[config.mk]
export PLATFORM = sky130hd
export DESIGN_NAME = angle_kalman_fusion_filter
export DESIGN_NICKNAME = d
export VERILOG_FILES = /design/src/rtl/core/akf_pkg.sv /design/src/rtl/core/akf_alu.sv /design/src/rtl/core/angle_kalman_fusion_filter.sv
export SDC_FILE = /design/constraint.sdc
export NUM_CORES = 2
export LEC_CHECK = 0
export BUFFER_PORTS_ARGS = -buffer_cell sky130_fd_sc_hd__buf_2
export CORE_MARGIN = 2
export CORE_UTILIZATION = 30
export CTS_CLUSTER_SIZE = 24
export DETAILED_ROUTE_END_ITERATION = 8
export SETUP_SLACK_MARGIN = 0.02
export SLEW_MARGIN = 20
export SYNTH_ARGS = -nofsm -noshare
export SYNTH_HDL_FRONTEND = slang
export SYNTH_SLANG_ARGS = --single-unit
export TNS_END_PERCENT = 5
[constraint.sdc]
create_clock -name clock -period 11.5 [get_ports clock]
set_input_delay 2.875 -clock clock [delete_from_list [all_inputs] [get_ports clock]]
set_output_delay 2.875 -clock clock [all_outputs]
set_load 0.05 [all_outputs]
[src/rtl/core/akf_pkg.sv]
package akf_pkg;

   localparam int VALUE_WIDTH_DEFAULT = 32;
   localparam int FRAC_BITS_DEFAULT   = 16;
   localparam int NOISE_WIDTH         = 31;
   localparam int PERIOD_WIDTH        = 16;
   localparam int TICK_WIDTH          = 32;
   localparam int CSR_INDEX_WIDTH     = 2;
   localparam int CSR_DATA_WIDTH      = 31;

   localparam logic [CSR_INDEX_WIDTH-1:0] CSR_ANGLE_Q  = 2'd0;
   localparam logic [CSR_INDEX_WIDTH-1:0] CSR_BIAS_Q   = 2'd1;
   localparam logic [CSR_INDEX_WIDTH-1:0] CSR_MEAS_R   = 2'd2;
   localparam logic [CSR_INDEX_WIDTH-1:0] CSR_PERIOD   = 2'd3;

   localparam logic [NOISE_WIDTH-1:0]  RESET_ANGLE_Q = 31'd66;
   localparam logic [NOISE_WIDTH-1:0]  RESET_BIAS_Q  = 31'd197;
   localparam logic [NOISE_WIDTH-1:0]  RESET_MEAS_R  = 31'd1966;
   localparam logic [PERIOD_WIDTH-1:0] RESET_PERIOD  = 16'd1;

   // shared unit operations
   typedef enum logic [1:0] {
      OP_ADD,
      OP_SUB,
      OP_MUL,
      OP_DIV
   } op_type;

endpackage

[src/rtl/core/akf_alu.sv]
// shared arithmetic unit: saturating add/sub, serial shift-add multiply and
// restoring divide
module akf_alu #(
   parameter int VALUE_WIDTH = akf_pkg::VALUE_WIDTH_DEFAULT,
   parameter int FRAC_BITS   = akf_pkg::FRAC_BITS_DEFAULT
) (
   input  logic                          clock,
   input  logic                          reset,
   input  logic                          start,
   input  akf_pkg::op_type               op,
   input  logic signed [VALUE_WIDTH-1:0] a,
   input  logic signed [VALUE_WIDTH-1:0] b,
   output logic                          done,
   output logic signed [VALUE_WIDTH-1:0] result
);
   import akf_pkg::*;

   localparam int W  = VALUE_WIDTH;
   localparam int PW = 2 * W;              // product / quotient magnitude width
   localparam int DW = W + FRAC_BITS;      // dividend bits
   localparam int CW = $clog2(DW + 1);
   localparam logic [W-1:0] VMAX = {1'b0, {(W-1){1'b1}}};
   localparam logic [W-1:0] VMIN = {1'b1, {(W-1){1'b0}}};

   typedef enum logic [1:0] {
      S_IDLE,
      S_MUL,
      S_DIV,
      S_FIN
   } state_type;

   state_type       state_ff;
   logic [CW-1:0]   count_ff;
   logic            neg_ff;
   logic            div_ff;
   logic            zero_ff;
   logic [PW-1:0]   acc_ff;      // product accumulator or quotient
   logic [PW-1:0]   mcand_ff;    // shifted multiplicand
   logic [W-1:0]    mplier_ff;
   logic [W:0]      rem_ff;
   logic [DW-1:0]   dividend_ff;
   logic [W-1:0]    dmag_ff;
   logic signed [W-1:0] result_ff;
   logic            done_ff;

   logic [W-1:0]    amag, bmag;
   logic signed [W:0] sum_wide;
   logic [W:0]      rem_shift;
   logic [PW-1:0]   mag_final;
   logic [W-1:0]    sat_out;
   logic [W:0]      lim;

   assign amag = a[W-1] ? W'(-a) : W'(a);
   assign bmag = b[W-1] ? W'(-b) : W'(b);

   always_comb begin
      if (op == OP_SUB) begin
         sum_wide = {a[W-1], a} - {b[W-1], b};
      end else begin
         sum_wide = {a[W-1], a} + {b[W-1], b};
      end
   end

   assign rem_shift = {rem_ff[W-1:0], dividend_ff[DW-1]};

   assign mag_final = div_ff ? acc_ff : (acc_ff >> FRAC_BITS);
   assign lim = {1'b0, VMAX} + (W+1)'(neg_ff);

   always_comb begin
      if (zero_ff) begin
         sat_out = '0;
      end else if (mag_final > PW'(lim)) begin
         sat_out = neg_ff ? VMIN : VMAX;
      end else if (neg_ff) begin
         sat_out = W'(-mag_final[W-1:0]);
      end else begin
         sat_out = mag_final[W-1:0];
      end
   end

   always_ff @(posedge clock) begin
      if (reset) begin
         state_ff <= S_IDLE;
         done_ff  <= 1'b0;
      end else begin
         unique case (state_ff)
            S_IDLE: begin
               // add and subtract results and done are registered directly from start
               done_ff <= start && (op == OP_ADD || op == OP_SUB);
               if (start) begin
                  neg_ff  <= a[W-1] ^ b[W-1];
                  zero_ff <= 1'b0;
                  acc_ff  <= '0;
                  case (op)
                     OP_ADD, OP_SUB: begin
                        if (sum_wide[W] != sum_wide[W-1]) begin
                           result_ff <= sum_wide[W] ? VMIN : VMAX;
                        end else begin
                           result_ff <= sum_wide[W-1:0];
                        end
                     end
                     OP_MUL: begin
                        div_ff    <= 1'b0;
                        mcand_ff  <= PW'(amag);
                        mplier_ff <= bmag;
                        count_ff  <= CW'(W);
                        state_ff  <= S_MUL;
                     end
                     default: begin
                        div_ff      <= 1'b1;
                        zero_ff     <= (bmag == '0);
                        dividend_ff <= {amag, {FRAC_BITS{1'b0}}};
                        dmag_ff     <= bmag;
                        rem_ff      <= '0;
                        count_ff    <= CW'(DW);
                        state_ff    <= S_DIV;
                     end
                  endcase
               end
            end
            S_MUL: begin
               done_ff <= 1'b0;
               if (mplier_ff[0]) begin
                  acc_ff <= acc_ff + mcand_ff;
               end
               mcand_ff  <= mcand_ff << 1;
               mplier_ff <= mplier_ff >> 1;
               count_ff  <= count_ff - 1'b1;
               if (count_ff == CW'(1)) begin
                  state_ff <= S_FIN;
               end
            end
            S_DIV: begin
               done_ff <= 1'b0;
               dividend_ff <= dividend_ff << 1;
               if (rem_shift >= {1'b0, dmag_ff}) begin
                  rem_ff <= rem_shift - {1'b0, dmag_ff};
                  acc_ff <= {acc_ff[PW-2:0], 1'b1};
               end else begin
                  rem_ff <= rem_shift;
                  acc_ff <= {acc_ff[PW-2:0], 1'b0};
               end
               count_ff <= count_ff - 1'b1;
               if (count_ff == CW'(1)) begin
                  state_ff <= S_FIN;
               end
            end
            S_FIN: begin
               result_ff <= sat_out;
               done_ff   <= 1'b1;
               state_ff  <= S_IDLE;
            end
            default: begin
               done_ff  <= 1'b0;
               state_ff <= S_IDLE;
            end
         endcase
      end
   end

   assign done   = done_ff;
   assign result = result_ff;

endmodule

[src/rtl/core/angle_kalman_fusion_filter.sv]
// channel  | direction | handshake          | payload
// req      | in        | req_valid/req_stall | tick_now, measured_angle, measured_rate
// rsp      | out       | rsp_valid/rsp_stall | angle_estimate, bias_estimate, updated
// csr      | in        | csr_write_enable   | csr_index, csr_data
//
// a held beat (period not elapsed) goes straight to the output without an update;
// an update runs 25 shared-unit operations in sequence (adds, multiplies and the two
// divides) on akf_alu, whose multiplier and divider are serial.
// reset (synchronous) clears state, covariance, last tick and loads the csr defaults.
// req_stall is high while a beat is in work or its result waits; rsp holds under stall.
module angle_kalman_fusion_filter #(
   parameter int VALUE_WIDTH = akf_pkg::VALUE_WIDTH_DEFAULT,
   parameter int FRAC_BITS   = akf_pkg::FRAC_BITS_DEFAULT
) (
   input  logic                                    clock,
   input  logic                                    reset,
   input  logic                                    req_valid,
   output logic                                    req_stall,
   input  logic [akf_pkg::TICK_WIDTH-1:0]          req_tick_now,
   input  logic signed [VALUE_WIDTH-1:0]           req_measured_angle,
   input  logic signed [VALUE_WIDTH-1:0]           req_measured_rate,
   output logic                                    rsp_valid,
   input  logic                                    rsp_stall,
   output logic signed [VALUE_WIDTH-1:0]           rsp_angle_estimate,
   output logic signed [VALUE_WIDTH-1:0]           rsp_bias_estimate,
   output logic                                    rsp_updated,
   input  logic                                    csr_write_enable,
   input  logic [akf_pkg::CSR_INDEX_WIDTH-1:0]     csr_index,
   input  logic [akf_pkg::CSR_DATA_WIDTH-1:0]      csr_data
);
   import akf_pkg::*;

   localparam int W = VALUE_WIDTH;

   // noise value saturated to the signed value range
   function automatic logic [W-1:0] sat_noise(input logic [NOISE_WIDTH-1:0] v);
      logic [W-1:0] r;
      if (NOISE_WIDTH >= W && (v >> (W - 1)) != '0) begin
         r = {1'b0, {(W-1){1'b1}}};
      end else begin
         r = W'(v);
      end
      return r;
   endfunction

   typedef enum logic [1:0] {
      S_IDLE,
      S_RUN,
      S_WAIT,
      S_OUT
   } state_type;

   // micro-op step numbers
   typedef enum logic [4:0] {
      M_T0,    // t = rate - bias
      M_ANG,   // angle = angle + t
      M_A1,    // t = p11 - p01
      M_A2,    // t = t - p10
      M_A3,    // t = t + qa
      M_P00,   // p00 = p00 + t
      M_P01,   // p01 = p01 - p11
      M_P10,   // p10 = p10 - p11
      M_P11,   // p11 = p11 + qb
      M_S,     // s = p00 + r
      M_K0,    // k0 = p00 / s
      M_K1,    // k1 = p10 / s
      M_Y,     // y = meas - angle
      M_M0,    // t = k0 * y
      M_ANG2,  // angle += t
      M_M1,    // t = k1 * y
      M_BIAS,  // bias += t
      M_M2,    // t = k0 * p00
      M_C00,   // n00 = p00 - t
      M_M3,    // t = k0 * p01
      M_C01,   // n01 = p01 - t
      M_M4,    // t = k1 * p00
      M_C10,   // p10 = p10 - t
      M_M5,    // t = k1 * p01
      M_C11    // p11 = p11 - t, commit
   } step_type;

   // csr registers
   logic [W-1:0]              qa_ff, qb_ff, r_ff;
   logic [PERIOD_WIDTH-1:0]   period_ff;

   // filter state
   logic signed [W-1:0] angle_ff, bias_ff, p00_ff, p01_ff, p10_ff, p11_ff;
   logic [TICK_WIDTH-1:0] last_tick_ff;

   // work registers
   state_type           state_ff;
   step_type            step_ff;
   logic signed [W-1:0] tmp_ff, s_ff, k0_ff, k1_ff, y_ff, n00_ff, n01_ff;
   logic signed [W-1:0] meas_ff, rate_ff;
   logic [TICK_WIDTH-1:0] tick_ff;
   logic                updated_ff;

   // shared unit hookup
   logic                alu_start;
   op_type              alu_op;
   logic signed [W-1:0] alu_a, alu_b, alu_result;
   logic                alu_done;

   logic [TICK_WIDTH-1:0] elapsed;
   assign elapsed = req_tick_now - last_tick_ff;

   akf_alu #(
      .VALUE_WIDTH (VALUE_WIDTH),
      .FRAC_BITS   (FRAC_BITS)
   ) u_alu (
      .clock  (clock),
      .reset  (reset),
      .start  (alu_start),
      .op     (alu_op),
      .a      (alu_a),
      .b      (alu_b),
      .done   (alu_done),
      .result (alu_result)
   );

   // operand select for the current step
   always_comb begin
      alu_op = OP_ADD;
      alu_a  = tmp_ff;
      alu_b  = tmp_ff;
      unique case (step_ff)
         M_T0:   begin alu_op = OP_SUB; alu_a = rate_ff; alu_b = bias_ff; end
         M_ANG:  begin alu_a = angle_ff; alu_b = tmp_ff; end
         M_A1:   begin alu_op = OP_SUB; alu_a = p11_ff; alu_b = p01_ff; end
         M_A2:   begin alu_op = OP_SUB; alu_a = tmp_ff; alu_b = p10_ff; end
         M_A3:   begin alu_a = tmp_ff; alu_b = qa_ff; end
         M_P00:  begin alu_a = p00_ff; alu_b = tmp_ff; end
         M_P01:  begin alu_op = OP_SUB; alu_a = p01_ff; alu_b = p11_ff; end
         M_P10:  begin alu_op = OP_SUB; alu_a = p10_ff; alu_b = p11_ff; end
         M_P11:  begin alu_a = p11_ff; alu_b = qb_ff; end
         M_S:    begin alu_a = p00_ff; alu_b = r_ff; end
         M_K0:   begin alu_op = OP_DIV; alu_a = p00_ff; alu_b = s_ff; end
         M_K1:   begin alu_op = OP_DIV; alu_a = p10_ff; alu_b = s_ff; end
         M_Y:    begin alu_op = OP_SUB; alu_a = meas_ff; alu_b = angle_ff; end
         M_M0:   begin alu_op = OP_MUL; alu_a = k0_ff; alu_b = y_ff; end
         M_ANG2: begin alu_a = angle_ff; alu_b = tmp_ff; end
         M_M1:   begin alu_op = OP_MUL; alu_a = k1_ff; alu_b = y_ff; end
         M_BIAS: begin alu_a = bias_ff; alu_b = tmp_ff; end
         M_M2:   begin alu_op = OP_MUL; alu_a = k0_ff; alu_b = p00_ff; end
         M_C00:  begin alu_op = OP_SUB; alu_a = p00_ff; alu_b = tmp_ff; end
         M_M3:   begin alu_op = OP_MUL; alu_a = k0_ff; alu_b = p01_ff; end
         M_C01:  begin alu_op = OP_SUB; alu_a = p01_ff; alu_b = tmp_ff; end
         M_M4:   begin alu_op = OP_MUL; alu_a = k1_ff; alu_b = p00_ff; end
         M_C10:  begin alu_op = OP_SUB; alu_a = p10_ff; alu_b = tmp_ff; end
         M_M5:   begin alu_op = OP_MUL; alu_a = k1_ff; alu_b = p01_ff; end
         M_C11:  begin alu_op = OP_SUB; alu_a = p11_ff; alu_b = tmp_ff; end
         default: ;
      endcase
   end

   assign alu_start = (state_ff == S_RUN);

   always_ff @(posedge clock) begin
      if (reset) begin
         state_ff     <= S_IDLE;
         step_ff      <= M_T0;
         qa_ff        <= sat_noise(RESET_ANGLE_Q);
         qb_ff        <= sat_noise(RESET_BIAS_Q);
         r_ff         <= sat_noise(RESET_MEAS_R);
         period_ff    <= RESET_PERIOD;
         angle_ff     <= '0;
         bias_ff      <= '0;
         p00_ff       <= '0;
         p01_ff       <= '0;
         p10_ff       <= '0;
         p11_ff       <= '0;
         last_tick_ff <= '0;
         updated_ff   <= 1'b0;
      end else begin
         if (csr_write_enable) begin
            unique case (csr_index)
               CSR_ANGLE_Q: qa_ff     <= sat_noise(NOISE_WIDTH'(csr_data));
               CSR_BIAS_Q:  qb_ff     <= sat_noise(NOISE_WIDTH'(csr_data));
               CSR_MEAS_R:  r_ff      <= sat_noise(NOISE_WIDTH'(csr_data));
               CSR_PERIOD:  period_ff <= csr_data[PERIOD_WIDTH-1:0];
               default: ;
            endcase
         end
         unique case (state_ff)
            S_IDLE: begin
               if (req_valid) begin
                  meas_ff <= req_measured_angle;
                  rate_ff <= req_measured_rate;
                  tick_ff <= req_tick_now;
                  step_ff <= M_T0;
                  if (elapsed >= TICK_WIDTH'(period_ff)) begin
                     updated_ff <= 1'b1;
                     state_ff   <= S_RUN;
                  end else begin
                     updated_ff <= 1'b0;
                     state_ff   <= S_OUT;
                  end
               end
            end
            S_RUN: state_ff <= S_WAIT;
            S_WAIT: begin
               if (alu_done) begin
                  // last step commits and hands the beat to the output
                  state_ff <= (step_ff == M_C11) ? S_OUT : S_RUN;
                  step_ff  <= step_type'(step_ff + 1'b1);
                  unique case (step_ff)
                     M_ANG, M_ANG2: angle_ff <= alu_result;
                     M_P00:  p00_ff <= alu_result;
                     M_P01:  p01_ff <= alu_result;
                     M_P10:  p10_ff <= alu_result;
                     M_P11:  p11_ff <= alu_result;
                     M_S:    s_ff   <= alu_result;
                     M_K0:   k0_ff  <= alu_result;
                     M_K1:   k1_ff  <= alu_result;
                     M_Y:    y_ff   <= alu_result;
                     M_BIAS: bias_ff <= alu_result;
                     M_C00:  n00_ff <= alu_result;
                     M_C01:  n01_ff <= alu_result;
                     M_C10:  p10_ff <= alu_result;
                     M_C11: begin
                        p11_ff       <= alu_result;
                        p00_ff       <= n00_ff;
                        p01_ff       <= n01_ff;
                        last_tick_ff <= tick_ff;
                     end
                     default: tmp_ff <= alu_result;
                  endcase
               end
            end
            S_OUT: begin
               if (!rsp_stall) begin
                  state_ff <= S_IDLE;
               end
            end
            default: state_ff <= S_IDLE;
         endcase
      end
   end

   assign req_stall          = (state_ff != S_IDLE);
   assign rsp_valid          = (state_ff == S_OUT);
   assign rsp_angle_estimate = angle_ff;
   assign rsp_bias_estimate  = bias_ff;
   assign rsp_updated        = updated_ff;

endmodule
==> metrics.md <==
| Metric | Value |
|---|---|
| Status | finished clean |
| Overall Global Routing Usage | 0.200 |
| Global-route wire length before repair | 271,000 um |
| Power Density | 156 nW/um^2 |
| Synthesized Nets | 5,636 |
| Max VDD drop | 0.132 mV |
| Total number of vias | 43.1k |
| Fmax | 112 MHz |
| Fill cells | 17.5k |
| Nets | 5,728 |
| Area Growth Syn to Fin | 14.0% |
| CTS buffer count | 107 |
| Worst Skew | 0.0813 ns |
| Hold buffer count at cts | 0 |
| Starting Density | 0.302 |
| Die Area | 178,000 um^2 |
| DP Wirelength | 134,000 um |
| Yosys warns | 0 |
| Final hold vios | 0 |
| Startpoint Class | register |
| Layout cells sized above 1 | 0.128 |
| Final Cycle Share | 0.775 |
| Setup CP Type | reg -> reg |
| WL/cell | 23.7 um |
| Total setup buffers inserted after CTS | 0 |
| WL final | 185,000 um |
| Relative slew margins | 0.226 |
| Clk Latency, worst-skew pair | 0.79 ns |
| Post-cts sizing count | 0 |
| CP required | 11.93 ns |
| Asr flop ratio synth | 0 |
| Max Cap Viol | 0 |
| Arr. time, crit path | 9.35 ns |
| Unrepaired setup endpoints after global routing | no |
| Sequential area share after synthesis | 0.485 |
| Final WS setup | 2.58 ns |
| Die X | 422 um |
| Worst-case clock buffer depth | 3 |
| Die height | 422 um |
| DR DRC count | 0 |
| Final core occ | 0.344 |
| Commonest non-fill, non-tap cells in the layout | 781 x nand2_1, 617 x edfxtp_1, 580 x a21oi_1 |
| EDFF count, synth | 617 |
| Synth Cell Area | 52,400 um^2 |
| Setup WS pre-CTS | 2.68 ns |
| Initial antenna violation count | 17 |
| Biggest regs | u_alu.acc_ff: 64 flops, u_alu.mcand_ff: 64 flops |
| Vias in the first global route | 40.7k |
| Syn Inst Count | 5,275 |
| CTS H-Tree Depth | 3 |
| Reg area | 25,400 um^2 |
| TNS Setup | 0 ns |
| Placer Congestion | 0.978 |
| Commonest non-fill, non-tap cell in the layout | nand2_1 |
| DRT iter0 DRCs | 5,160 |
| Number of port buffers | 200 |
| Worst Max-Slew Pin Slew | 1.16 ns |
| Total power | 9300 uW |
| CP Capture Type | register |
| Avg Cell Area, Syn | 9.93 um^2 |
| Clock transition at path regs | 0.06 ns |
| CP Max Fanout | 40 |
| Hold_ws | 0.453 ns |
| CTS tree | yes |
| Drt pass-1 iters | 9 |
| FP Rows | 153 |
| Largest net degree at the start of global routing | 95 |
| Number of synthesized register bits | 961 |
| Max Slew Vio Count | 0 |
| Area taken by multi-input logic gates | 25,200 um^2 |
| Routed Antenna Nets | 0 |
| Worst R2R Setup Slack | 2.58 ns |
| Global route total overflow | 0 |
| Root buf cell | clkbuf_16 |
| Final min period | 8.92 ns |
| Final setup fails | 0 |
| Hold WC Path Type | reg -> reg |
| Synth cell types | 92 |
| Top_reg_cell synth | edfxtp_1 |
| Core area | 174,000 um^2 |
| CTS Sinks | 961 |
| I/O pin total | 201 |
| Leak pwr | 0.0213 uW |
| Vias/cell | 5.53 |
==> synthesized netlist by cell type, drive strengths merged, types with 25 or more instances <==
| master | n | area (um^2) |
|---|---|---|
| nand2 | 781 | 2930 |
| edfxtp | 617 | 18500 |
| a21oi | 582 | 2910 |
| dfxtp | 344 | 6890 |
| nor2 | 291 | 1090 |
| clkbuf | 254 | 953 |
| ha | 223 | 2790 |
| inv | 208 | 781 |
| o21ai | 156 | 785 |
| xnor2 | 139 | 1220 |
| mux2 | 127 | 1440 |
| nand3 | 117 | 598 |
| mux2i | 113 | 1130 |
| a21o | 100 | 751 |
| nor2b | 95 | 594 |
| xor2 | 90 | 788 |
| a22oi | 89 | 668 |
| a211oi | 88 | 661 |
| a222oi | 56 | 561 |
| buf | 55 | 305 |
| a221oi | 49 | 442 |
| and2 | 46 | 288 |
| nor3 | 46 | 230 |
| nand2b | 41 | 257 |
| nand4 | 34 | 213 |
| and3 | 31 | 194 |
| o21bai | 30 | 225 |
| nor4 | 29 | 203 |
| o221ai | 29 | 254 |
| o21a | 27 | 203 |
| o31ai | 27 | 203 |
| o211ai | 25 | 188 |
==> report_power, final <==
group	leakage [uW]	internal [uW]	switching, uW
sequential	0.00843	3920	250
combinational	0.0111	599	947
clock	0.00179	2040	1550
total	0.0213	6560	2750
==> critical path, stage by stage, from the launching register on <==
cell	delay, ns
dfxtp_2	0.58
buf_4	0.52
and3b_4	0.57
nor2_1	0.10
o21ai_2	0.14
or3_2	0.80
mux2i_1	0.62
nand4_1	0.32
nor2b_1	0.73
nor2_1	0.11
xnor2_1	0.17
ha_1	0.37
and3_1	0.23
a221o_1	0.16
a21o_1	0.17
nor3b_1	0.48
a41oi_1	0.30
o31ai_1	0.53
a221oi_1	0.18
xnor3_1	0.42
or3_1	0.77
o221ai_1	0.27
==> cells by family after synthesis <==
family / after synthesis / synth area share
AO/OA/AOI/OAI: 1466 / 0.185
XOR/XNOR: 230 / 0.0387
adder cells (fa/ha/maj): 228 / 0.0550
buffers and inverters: 517 / 0.0389
flip-flops: 961 / 0.485
multiplexers: 257 / 0.0563
AND/OR/NAND/NOR: 1616 / 0.142
==> per-layer routing <==
| metal | share of wire | global-route usage | vias to the layer above |
|---|---|---|---|
| li1 | - | - | 19700 |
| met1 | 0.42 | 0.263 | 20900 |
| met2 | 0.45 | 0.319 | 1996 |
| met3 | 0.082 | 0.0406 | 459 |
| met4 | 0.048 | 0.0851 | 26 |
| met5 | 0.00087 | 0 | - |
==> area by class of cell <==
cell class,instances,share of cell area
repair buffers,292,0.0286
clock buffers,155,0.0521
flip-flops and latches,961,0.426
diodes,3,0.000126
inverters,208,0.0131
clock inverters,49,0.00976
well taps,2325,0.0487
multi-input cells,3797,0.422
==> path summary, 6_finish.rpt <==
path / startpoint / to / depth (start not counted)
setup reg to reg: step_ff[4] / u_alu.result[7] / 21
hold / removal: qb_ff[15] / qb_ff[15] / 2
setup / recovery: step_ff[4] / u_alu.result[7] / 21
hold reg to reg: qb_ff[15] / qb_ff[15] / 2
==> stage by stage <==
| stage | cells | instance area, um^2 |
|---|---|---|
| global placement | 7582 | 56000 |
| CTS | 7786 | 59700 |
| floorplan | 5275 | 52400 |
| global route | 7788 | 59700 |
| finish | 7790 | 59700 |
| detailed placement | 7582 | 56000 |
(Power assumes the default switching activity.)
